===== config.mk =====
export PLATFORM = sky130hd
export DESIGN_NAME = tws_mem
export DESIGN_NICKNAME = d
export VERILOG_FILES = /design/src/tws_pkg.sv /design/src/tws_mem.sv
export SDC_FILE = /design/constraint.sdc
export NUM_CORES = 2
export LEC_CHECK = 0
export BUFFER_PORTS_ARGS = -buffer_cell sky130_fd_sc_hd__clkbuf_2
export CAP_MARGIN = 20
export CORE_ASPECT_RATIO = 1.5
export CORE_MARGIN = 2
export CORE_UTILIZATION = 50
export CTS_BUF_LIST = sky130_fd_sc_hd__clkbuf_16
export DETAILED_ROUTE_END_ITERATION = 16
export HOLD_SLACK_MARGIN = 0.06
export PLACE_DENSITY = 0.63
export SYNTH_ARGS = -nofsm -noshare
export SYNTH_HDL_FRONTEND = slang
export SYNTH_SLANG_ARGS = --single-unit

===== constraint.sdc =====
create_clock -name clk -period 4.1 [get_ports clk]
set_clock_uncertainty 0.2 [all_clocks]
set_input_delay 0.615 -clock clk [delete_from_list [all_inputs] [get_ports clk]]
set_output_delay 0.615 -clock clk [all_outputs]
set_load 0.005 [all_outputs]

===== src/tws_pkg.sv =====
package tws_pkg;

  localparam int CACHE_LINES = 16;
  localparam int WAYS        = 2;
  localparam int SETS        = CACHE_LINES / WAYS;
  localparam int MEM_WORDS   = 128;
  localparam int REG_COUNT   = 8;

  localparam int SET_W  = $clog2(SETS);
  localparam int ADDR_W = $clog2(MEM_WORDS);
  localparam int TAG_W  = (ADDR_W > SET_W) ? ADDR_W - SET_W : 1;
  localparam int REG_W  = $clog2(REG_COUNT);

  localparam logic [5:0]  OP_LOAD  = 6'd35;
  localparam logic [5:0]  OP_STORE = 6'd43;
  localparam logic [4:0]  REG_BASE = 5'd16;
  localparam logic [31:0] MEM_BIAS = 32'd5;

  typedef enum logic [1:0] {
    ST_OK       = 2'd0,
    ST_BAD_OP   = 2'd1,
    ST_BAD_REG  = 2'd2,
    ST_BAD_ADDR = 2'd3
  } status_t;

  typedef logic [31:0]       word_t;
  typedef logic [ADDR_W-1:0] addr_t;
  typedef logic [SET_W-1:0]  set_t;
  typedef logic [TAG_W-1:0]  tag_t;
  typedef logic [REG_W-1:0]  reg_t;

  // Main memory access request: one read port and one write port.
  typedef struct packed {
    logic  rd_en;
    addr_t rd_addr;
    logic  wr_en;
    addr_t wr_addr;
    word_t wr_data;
  } mem_req_t;

endpackage


===== src/tws_mem.sv =====
module tws_mem (
  input  logic              clk,
  input  logic              rst,
  input  tws_pkg::mem_req_t req,
  output tws_pkg::word_t    rd_word
);
  import tws_pkg::*;

  word_t mem [MEM_WORDS];
  logic [MEM_WORDS-1:0] written;

  word_t mem_q;
  word_t fwd_data;
  logic  fwd;
  logic  rd_written;
  addr_t rd_addr_q;

  always_ff @(posedge clk) begin
    if (req.wr_en) begin
      mem[req.wr_addr] <= req.wr_data;
    end
    if (req.rd_en) begin
      mem_q <= mem[req.rd_addr];
    end
  end

  // Words never written read as their preset value.
  always_ff @(posedge clk) begin
    if (rst) begin
      written    <= '0;
      fwd        <= 1'b0;
      rd_written <= 1'b0;
    end else begin
      if (req.wr_en) begin
        written[req.wr_addr] <= 1'b1;
      end
      if (req.rd_en) begin
        fwd        <= req.wr_en && (req.wr_addr == req.rd_addr);
        rd_written <= written[req.rd_addr];
      end
    end
  end

  always_ff @(posedge clk) begin
    if (req.rd_en) begin
      rd_addr_q <= req.rd_addr;
      fwd_data  <= req.wr_data;
    end
  end

  assign rd_word = fwd        ? fwd_data :
                   rd_written ? mem_q    :
                   word_t'(rd_addr_q) + MEM_BIAS;

endmodule


# After elaboration in Yosys (flattened, before gate mapping)
# Memory sizes are Yosys's and may differ from the RTL's. A register that Yosys moved wholly into a read port is not among the register bits.
# Cells that the tools add are included.
# classes
addsub,1
n_mul,0
div,0
magnitude_cmp,3
eq_ne,1
n_shift,0
n_mux,8
bitwise_logic,1
reduce_logical,2
# op_table
operator,n
bitwise OR 128 bit,1
two-way mux 32 bit,2
less-than comparator 7 x 8 -> 1 bit (second input constant),2
adder 7 x 3 -> 8 bit (second input constant),1
binary-select mux 1 bit (select 7 bit),1
demux 1 bit (select 7 bit),1
equality test 7 bit,1
>= comparator 7 x 1 -> 1 bit (second input constant),1
two-way mux 1 bit,4
logical AND 1 bit,2
# word_totals
ff_bits,169
latch_bits,0
mem_bits_rw,4096
romBits,0
in_bits,50
output_inout_bits,32
elab_cells,22
mem_count,1
# mem_list
memory,words,width,rd,rd_ports_with_merged_regs,wr,line,source
mem,128,32,1,1,1,tws_mem.sv:9,word_t mem [MEM_WORDS];

# Depth between registers and ports, before layout
# logic_depth
depth_word,5
depth_mapped,11
ltp_nobuf,6

# Worst setup path before layout
# Ideal clock, no wire load.
# synth_path
kind,input port to flip-flop
from,input req[35] (netlist name)
to,"memory mem[77][0] (netlist name), enable pin"
setup_time_ns,0.423
arrival_ns,2.792
required_ns,3.477
setup_slack_ns,0.686
cell_stages,4
path_buffers,1
cell_sequence,clkbuf_1 > nor2b_1 > nand3_1 > nor2_1
# synth_lines
element,line,source
start: declaration,tws_mem.sv:4,"input tws_pkg::mem_req_t req,"
end: declaration,tws_mem.sv:9,
# No word-level cell before the write port.

# Worst setup path in the final report
# layout_path
from,register rd_written
to,output rd_word[23]
# layout_between
elab_chain_len,2
# layout_rtl
element,line,source
start: declaration,tws_mem.sv:15,logic rd_written;
start signal: assignment,tws_mem.sv:39,rd_written <= written[req.rd_addr];
two-way mux 32 bit,tws_mem.sv:52,rd_written ? mem_q :
two-way mux 32 bit,tws_mem.sv:51,assign rd_word = fwd ? fwd_data :
end: declaration,tws_mem.sv:5,output tws_pkg::word_t rd_word
# No other way between the ends.

==> run summary <==
The actual slew at the worst max-slew pin came out at 1.24 ns. TritonCTS built the clock tree. Setup repair after global routing left no endpoint under its margin.

The total count of max-transition violations in the final report was 0. The post-CTS setup buffer count came out at 0. The number of placed instances, taps included, is 11500. The number of synthesized flops with an enable pin is 4167. The count of nets after finishing is 7720. Derived from the worst setup path, the maximum achievable clock frequency is 0.270 GHz. Dividing total power by cell area gives a power density of 472 nW/µm². The proportion of register bits with asynchronous set or reset after synthesis is 0%. The setup slack after layout came out at 0.399 ns. The total global-route track usage is 27.6%.

The worst setup path is captured at an output pin. The final-layout setup total negative slack is 0 ns. The share of post-route cells with drive strength above 1 came out at 30.4%. The worst hold path belongs to the class input port to register. The wire length on met1 came out at 166000 µm. In the finished design, the share of the clock period the worst path needs comes to 90.3%. The reported max-cap violation count came out at 0. The clock buffer count from CTS is 383. The sequential cell area fraction in the yosys report is 78.2%. In the synthesized netlist the dominant register cell turns out to be sky130_fd_sc_hd__edfxtp_1. For this run, the number of Yosys warnings is 0. The tree is rooted in a sky130_fd_sc_hd__clkbuf_16. By startpoint and endpoint, the worst setup path is classified as register to output pin. At the worst endpoint, the required time is 3.28 ns. At the later pin of the worst-skew pair, clock insertion delay measures 0.96 ns. The first detailed-routing pass took 6 iterations. The total setup violations reported at the end of the flow is 0.

The run finished with clean final reports. Summed over all nets, wire length on met2 after detailed routing comes to 232000 µm. The synthesized net count is 7094. The sum of internal, switching and leakage power is 87900 µW. The routed wire length came out at 457000 µm. The max-slew headroom at the worst pin is 17.4%.

In this run the worst path has a maximum fanout of 24. The highest layer touched by signal routing is met5. The minimum clock period is 3.70 ns. The site row count is 257.

The number of top-level design ports came out at 82. The detailed router finished its first iteration with 10400 violations. The area of the die is 332000 µm². OpenSTA, run right after detailed placement, puts the worst setup slack at -0.283 ns. The initial antenna violation count came out at 28.

The routed layout has 79400 vias. The via count of the first global-routing pass came to 80400. In this run, synthesis produced a sequential element count of 4297. No sink is reached through more buffers than the 4 on the longest clock path. The width of the die is 471 µm. The count of antenna-violating nets left after detailed routing is 0.

The maximum level of the CTS H-tree is 5. After global routing the overflow that remains totals 0. The area growth from synthesis to layout is 14.0%. The worst endpoint data arrival time is 2.89 ns. The wire length per cell after detailed routing is 37.3 µm.

STA classifies the critical path startpoint as a register. The post-synthesis instance area came out at 163000 µm². The number of vias per cell came out at 6.48.

The layout has 23600 filler cells. The placed wire-length estimate is 262000 µm. The maximum number of pins on one net before global-route repair came out at 130. The number of failing hold endpoints at the final stage came to 0. The number of standard cells after synthesis came out at 7043. The total core area is 326000 µm². The final hold slack is 0.0810 ns. The synthesized netlist contains 45 unique library cells. The average instance area after synthesis came out at 23.2 µm². The CTS clock-pin slew for the worst setup and hold paths came out at 0.07 ns. During placement, the flow inserted port buffers numbering 81.

The total number of clock tree sinks came out at 4297. The weighted congestion reported at the end of routability-driven placement came out at 0.854. The reported leakage power came out at 0.0590 µW. The effective utilization at floorplan is 50.1%. The first global-routing pass estimated 636000 µm of wire. VDD sags by at most 0.447 mV.

The finished layout holds 12300 standard cells, fillers aside. The routed design uses 34500 µm of met3 wire. The post-detailed-route DRC marker count came out at 0. The die is 704 µm tall.
==> synth_stat cells (4+ instances only) <==
library cell | n | share of area [%]
sky130_fd_sc_hd__buf_1 | 52 | 0.12
sky130_fd_sc_hd__a22oi_1 | 36 | 0.17
sky130_fd_sc_hd__buf_4 | 33 | 0.15
sky130_fd_sc_hd__mux2i_1 | 373 | 2.3
sky130_fd_sc_hd__a211oi_1 | 6 | 0.028
sky130_fd_sc_hd__o22ai_1 | 131 | 0.50
sky130_fd_sc_hd__nand3b_1 | 6 | 0.028
sky130_fd_sc_hd__nor2_1 | 395 | 0.91
sky130_fd_sc_hd__nand2_1 | 31 | 0.071
sky130_fd_sc_hd__nor2b_1 | 18 | 0.069
sky130_fd_sc_hd__dfxtp_1 | 130 | 1.6
sky130_fd_sc_hd__a21oi_1 | 12 | 0.037
sky130_fd_sc_hd__o211ai_1 | 64 | 0.29
sky130_fd_sc_hd__nand2b_1 | 5 | 0.019
sky130_fd_sc_hd__xnor2_1 | 5 | 0.027
sky130_fd_sc_hd__buf_6 | 15 | 0.10
sky130_fd_sc_hd__nand4b_1 | 4 | 0.021
sky130_fd_sc_hd__mux2_2 | 11 | 0.076
sky130_fd_sc_hd__nor4_1 | 33 | 0.13
sky130_fd_sc_hd__clkbuf_1 | 190 | 0.44
sky130_fd_sc_hd__a22o_1 | 24 | 0.13
sky130_fd_sc_hd__xor2_1 | 6 | 0.032
sky130_fd_sc_hd__nand3_1 | 20 | 0.061
sky130_fd_sc_hd__nand4_1 | 4 | 0.015
sky130_fd_sc_hd__edfxtp_1 | 4167 | 77
sky130_fd_sc_hd__buf_2 | 96 | 0.29
sky130_fd_sc_hd__mux4_2 | 1139 | 16
sky130_fd_sc_hd__o21ai_0 | 12 | 0.037
==> cell usage in the layout, fill, tap and decap left out, types with 65 or more instances in the layout <==
| cell type | count |
|---|---|
| sky130_fd_sc_hd__nor2_4 | 129 |
| sky130_fd_sc_hd__nor2_1 | 266 |
| sky130_fd_sc_hd__clkinv_1 | 93 |
| sky130_fd_sc_hd__mux2i_1 | 373 |
| sky130_fd_sc_hd__o22ai_1 | 128 |
| sky130_fd_sc_hd__clkbuf_16 | 390 |
| sky130_fd_sc_hd__inv_1 | 65 |
| sky130_fd_sc_hd__buf_12 | 131 |
| sky130_fd_sc_hd__dfxtp_1 | 129 |
| sky130_fd_sc_hd__edfxtp_1 | 4167 |
| sky130_fd_sc_hd__mux4_2 | 1139 |
| sky130_fd_sc_hd__clkinv_2 | 82 |
| sky130_fd_sc_hd__buf_4 | 402 |
==> sequential cells by signal (all words and copies together) (netlist names) <==
| name | count |
|---|---|
| rd_addr_q | 7 |
| rd_written | 1 |
| fwd_data | 32 |
| fwd | 1 |
| mem | 4096 |
| written | 128 |
| mem_q | 32 |
==> layout make-up <==
class | count | area (µm²) | share of cell area [%]
inverter | 2 | 7.51 | 0.00403
timing repair buffer | 627 | 6410 | 3.44
multi-input combinational | 2358 | 34900 | 18.7
clock buffer | 390 | 9760 | 5.24
clock inverter | 291 | 2100 | 1.13
sequential | 4297 | 128000 | 68.6
antenna | 17 | 42.5 | 0.0228
tap | 4273 | 5350 | 2.87
==> metal layers <==
layer	vias up	global-route usage, %
met5	-	0
met4	20	12.5
met3	739	4.04
met2	3796	46.8
met1	43600	35.6
li1	31300	-
==> critical path, cell delays in order, from the launching register on <==
cell                       delay (ns)
sky130_fd_sc_hd__dfxtp_1         0.71
sky130_fd_sc_hd__nor2b_2         0.26
sky130_fd_sc_hd__buf_4           0.38
sky130_fd_sc_hd__a22o_1          0.39
sky130_fd_sc_hd__clkbuf_2        0.18
==> timing repair <==
| action | in CTS | in global routing |
|---|---|---|
| gates resized for setup | 0 | 0 |
| hold endpoints to repair | 472 | 0 |
| hold buffers | 25 | 0 |
==> power by group <==
group	switching, µW	internal [µW]	total (µW)
Sequential	144	48400	48500
Clock	15700	19000	34700
Combinational	2870	1810	4680
==> path summary, 6_finish.rpt <==
kind	startpoint	to	slack (ns)	cells past startpoint
setup / recovery	rd_written	rd_word[23]	0.40	4
hold reg to reg	written[90]	written[90]	0.26	2
setup reg to reg	mem[30][16]	mem_q[16]	1.00	6
hold / removal	req[11]	mem[41][11]	0.08	1
==> metrics by stage <==
stage	utilization, %	instance area, µm²
global route	57.1	186000
global placement	53.3	174000
floorplan	-	163000
finish	57.1	186000
detailed placement	53.4	174000
CTS	57.1	186000
==> kinds of logic after synthesis <==
group | share of synthesized area [%]
buf+inv | 1.11
simple gates | 1.36
compound gates | 1.25
fa+ha+maj | 0.00765
mux | 18.1
xor+xnor | 0.0589
flops | 78.2
No activity file was read; power rests on OpenSTA's default activity.
